$ cat src/hw/rtl/sspst_pkg.sv
// Shared types and constants for the SYN scan port state table.
package sspst_pkg;

    localparam int PORT_BITS_DEF = 16;

    localparam logic [1:0] ST_UNKNOWN = 2'd0;
    localparam logic [1:0] ST_SENT    = 2'd1;
    localparam logic [1:0] ST_OPEN    = 2'd2;
    localparam logic [1:0] ST_CLOSED  = 2'd3;

    localparam logic [1:0] ACT_MARK  = 2'd0;
    localparam logic [1:0] ACT_REPLY = 2'd1;
    localparam logic [1:0] ACT_QUERY = 2'd2;

    localparam logic [1:0] REG_TARGET_ADDR = 2'd0;
    localparam logic [1:0] REG_FIRST_PORT  = 2'd1;
    localparam logic [1:0] REG_LAST_PORT   = 2'd2;

    localparam logic [7:0]  FLAG_SYN     = 8'h02;
    localparam logic [7:0]  FLAG_RST     = 8'h04;
    localparam logic [7:0]  FLAG_ACK     = 8'h10;
    localparam logic [7:0]  PROTO_TCP    = 8'd6;
    localparam logic [16:0] IP_TCP_BASE  = 17'd20;

    localparam logic [31:0] TARGET_ADDR_RST = 32'd0;
    localparam logic [15:0] FIRST_PORT_RST  = 16'd1;
    localparam logic [15:0] LAST_PORT_RST   = 16'd65535;

    typedef struct packed {
        logic [1:0]  action;
        logic [15:0] port;
        logic [31:0] source_addr;
        logic [7:0]  protocol;
        logic [3:0]  header_words;
        logic [15:0] packet_length;
        logic [7:0]  tcp_flags;
    } in_t;

    typedef struct packed {
        logic [1:0] port_status;
        logic       grab_banner;
        logic       ignored;
    } out_t;

    typedef struct packed {
        logic [31:0] target_addr;
        logic [15:0] first_port;
        logic [15:0] last_port;
    } cfg_t;

endpackage

$ cat src/hw/rtl/sspst_update.sv
// Reply checks and port state transition for one transaction.
module sspst_update (
    input  sspst_pkg::in_t     item,
    input  logic [1:0]         cur_state,
    input  sspst_pkg::cfg_t    cfg,
    output sspst_pkg::out_t    result
);

    logic        addr_ok;
    logic        proto_ok;
    logic        len_ok;
    logic        range_ok;
    logic [16:0] min_len;
    logic        syn_ack;
    logic        rst;

    assign min_len  = {11'd0, item.header_words, 2'b00} + sspst_pkg::IP_TCP_BASE;
    assign addr_ok  = (item.source_addr == cfg.target_addr);
    assign proto_ok = (item.protocol == sspst_pkg::PROTO_TCP);
    assign len_ok   = ({1'b0, item.packet_length} >= min_len);
    assign range_ok = (item.port >= cfg.first_port) && (item.port <= cfg.last_port);
    assign syn_ack  = ((item.tcp_flags & (sspst_pkg::FLAG_SYN | sspst_pkg::FLAG_ACK))
                      == (sspst_pkg::FLAG_SYN | sspst_pkg::FLAG_ACK));
    assign rst      = ((item.tcp_flags & sspst_pkg::FLAG_RST) != 8'd0);

    always_comb begin
        result.port_status = cur_state;
        result.grab_banner = 1'b0;
        result.ignored     = 1'b0;
        case (item.action)
            sspst_pkg::ACT_MARK: begin
                if (cur_state == sspst_pkg::ST_UNKNOWN) begin
                    result.port_status = sspst_pkg::ST_SENT;
                end
            end
            sspst_pkg::ACT_REPLY: begin
                if (!(addr_ok && proto_ok && len_ok && range_ok)) begin
                    result.ignored = 1'b1;
                end else if (cur_state == sspst_pkg::ST_SENT) begin
                    if (syn_ack) begin
                        result.port_status = sspst_pkg::ST_OPEN;
                        result.grab_banner = 1'b1;
                    end else if (rst) begin
                        result.port_status = sspst_pkg::ST_CLOSED;
                    end
                end
            end
            default: begin
                result.port_status = cur_state;
            end
        endcase
    end

endmodule

$ cat config.mk
export PLATFORM = sky130hd
export DESIGN_NAME = sspst_update
export DESIGN_NICKNAME = d
export VERILOG_FILES = /design/src/hw/rtl/sspst_pkg.sv /design/src/hw/rtl/sspst_update.sv
export SDC_FILE = /design/constraint.sdc
export NUM_CORES = 1
export LEC_CHECK = 0
export ABC_CLOCK_PERIOD_IN_PS = 3240
export BUFFER_PORTS_ARGS = -buffer_cell sky130_fd_sc_hd__buf_2
export CAP_MARGIN = 40
export CORE_MARGIN = 5
export CORE_UTILIZATION = 36
export DETAILED_ROUTE_END_ITERATION = 16
export PLACE_DENSITY = 0.84
export SETUP_SLACK_MARGIN = 0.02
export SYNTH_ARGS = -nofsm -noshare
export SYNTH_HDL_FRONTEND = slang
export SYNTH_SLANG_ARGS = --single-unit
$ cat constraint.sdc
create_clock -name vclk -period 3.24
set_input_delay 0.648 -clock vclk [all_inputs]
set_output_delay 0.648 -clock vclk [all_outputs]
set_load 0.05 [all_outputs]
==> impl_metrics.tcl <==
set metrics [dict create \
    outcome "finished, violations left" \
    violations "negative setup slack" \
    switchingPower_uw 168 \
    maxCapViolCount 0 \
    path_class "in -> out" \
    initial_utilization_pct 37.9 \
    p_sw_share_pct 43.7 \
    synth_top_family_by_area "adder cells" \
    die_x_um 72.8 \
    synth.most_common_cell "ha_1" \
    num-clock-buffers 0 \
    grt.total_usage_pct 22.2 \
    grt_pass1_vias 2284 \
    dpl.hpwl_mm 5.10 \
    synth_common_cells "ha_1 (38), inv_1 (35), xnor2_1 (28)" \
    placement.cell_area_sq_um 2480 \
    finalHoldViolCount 0 \
    firstDrtPassIters 4 \
    wire_per_inst_um 14.7 \
    syn-cell-area_sq_um 1420 \
    synth_compound_area_share_pct 17.0 \
    final_max_slew_viol_count 0 \
    viasPerCell 4.91 \
    vias 2042 \
    port_buffers 151 \
    core_sq_um 3740 \
    synthTopCellsByArea "ha_1 (34%), xnor2_1 (17%), inv_1 (9.3%), nand4_1 (5.3%), a21oi_1 (4.2%)" \
    synth_cell_types 34 \
    rsz0062_at_grt "yes" \
    ctsHoldBuffers 0 \
    drtIter0Drc 27 \
    end_kind "output pin" \
    fmax_mhz 299 \
    synth-simple-area-share_pct 19.2 \
    io_pins 156 \
    drc 0 \
    postRouteAntennaNets 0 \
    yosys_warnings 0 \
    cpPeakStageDelay_ns 0.49 \
    final_area_sq_um 2910 \
    setup_viol 2 \
    muxShareOfSynthArea_pct 0 \
    drt_wl_total_mm 6.12 \
    path_cells "buf_2 -> inv_1 -> ha_4 -> nand4_1 -> nor2_1 -> a221o_1 -> o31a_1 -> or4_1 -> o21ba_4 -> buf_8" \
    synthCells 190 \
    die-area_sq_um 5300 \
    hp-class "in -> out" \
    syn_area_per_cell_sq_um 7.47 \
    synth_xor_xnor_area_share_pct 21.0 \
    flops_and_latches 0 \
    critPathMaxFanout 3 \
    syn_to_final_growth_pct 105 \
    grt_first_pass_wirelength_mm 9.47 \
    power_uw 385 \
    slew_headroom_pct 71.6 \
    yosys.area.top_type "ha_1" \
    slowest_stage "or4_1" \
    antenna_found_initial 0 \
    vdd_ir_drop_max_v 0.0000720 \
    fillers 265 \
    setup_slack_ns -0.104 \
    clock_power_share_pct 0 \
    p_leak_nw 1.49 \
    grt_max_degree 5 \
    multiInputGateArea_sq_um 1650 \
    synthAdderAreaFrac_pct 33.5 \
    p_int_uw 217 \
    seqCellArea_sq_um 0 \
    diodes 0 \
    ys_seq_area_share_pct 0 \
    seq_power_share_pct 0 \
    yosys.area.top_type_share_pct 33.5 \
    period_needed_ns 3.34 \
    min_period_over_period_pct 103 \
    drive_gt1_share_pct 61.7 \
    combPwrFrac_pct 100.0 \
    place_congestion 0.902 \
    start_kind "primary input" \
    die_height_um 72.8 \
    syn_nets 380 \
    power_density_nw_per_um2 132 \
    fin_nets 560 \
    required_ns 2.59 \
    fp-row-count 22 \
    cp.arrival_ns 2.70 \
    worst_pin_slew_ns 0.423 \
    overflow 0 \
]
==> layer usage <==
metal	track usage, %	routed length (um)
met5	0	0
met4	4.10	114
met3	2.75	388
met2	48.6	3670
met1	21.1	1950
==> worst max-delay path, delay by kind of cell <==
family | cells | cell delay, ns
AO/OA/AOI/OAI | 3 | 0.79
adder cells (fa/ha/maj) | 1 | 0.21
buffers and inverters | 3 | 0.34
AND/OR/NAND/NOR | 3 | 0.71
==> power by group through the flow <==
stage / logic [mW] / registers (mW) / clock network [mW]
floorplan: 0.144 / 0 / 0
global placement: 0.293 / 0 / 0
detailed placement: 0.304 / 0 / 0
CTS: 0.358 / 0 / 0
global route: 0.427 / 0 / 0
finish: 0.385 / 0 / 0
==> stage by stage <==
stage | std cells | hold WS, ns | utilization, % | setup WS [ns] | setup TNS (ns)
2_1_floorplan | 190 | 1.48 | - | -0.168 | -0.168
3_3_place_gp | 411 | 1.66 | 66.2 | -0.245 | -0.666
3_5_place_dp | 411 | 1.69 | 66.2 | -0.282 | -0.969
4_1_cts | 415 | 1.69 | 75.3 | -0.169 | -0.328
5_1_grt | 416 | 1.71 | 77.7 | -0.181 | -0.487
6_report | 416 | 1.68 | 77.7 | -0.104 | -0.203
==> worst paths after layout <==
kind | from | to | slack [ns] | depth (start not counted)
setup / recovery | cfg[12] | result[2] | -0.10 | 10
hold / removal | cur_state[1] | result[3] | 1.68 | 3
==> cells by family after synthesis <==
kind of cell | after synthesis
xor gates and xnor gates | 34
buffers and inverters | 35
AOI/OAI and AO/OA | 35
and+or+nand+nor | 48
adders and majority gates | 38
==> what timing repair did <==
item	CTS	global route
endpoints found under the setup margin	4	4
endpoints found under the hold margin	0	0
pin swaps	20	14
setup buffers	4	1
resized for setup	55	17
==> placed cells by master, fill, tap and decap left out, types with 4 or more instances in the layout <==
cell type  count
xnor2_1       28
buf_6         11
inv_1         26
buf_2        137
inv_2          9
nand4_1       12
buf_4         26
xor2_1         6
ha_1          22
nand2_1        4
a21oi_1        6
a21oi_2        6
nor2_1         6
nor4_1         4
ha_4          16
==> cell type report <==
type               count  area share, %
inverters             35           4.51
repair buffers       178           36.8
well taps             48           2.06
multi-input cells    155           56.7
Note: power is estimated with default switching activity, not from simulation.
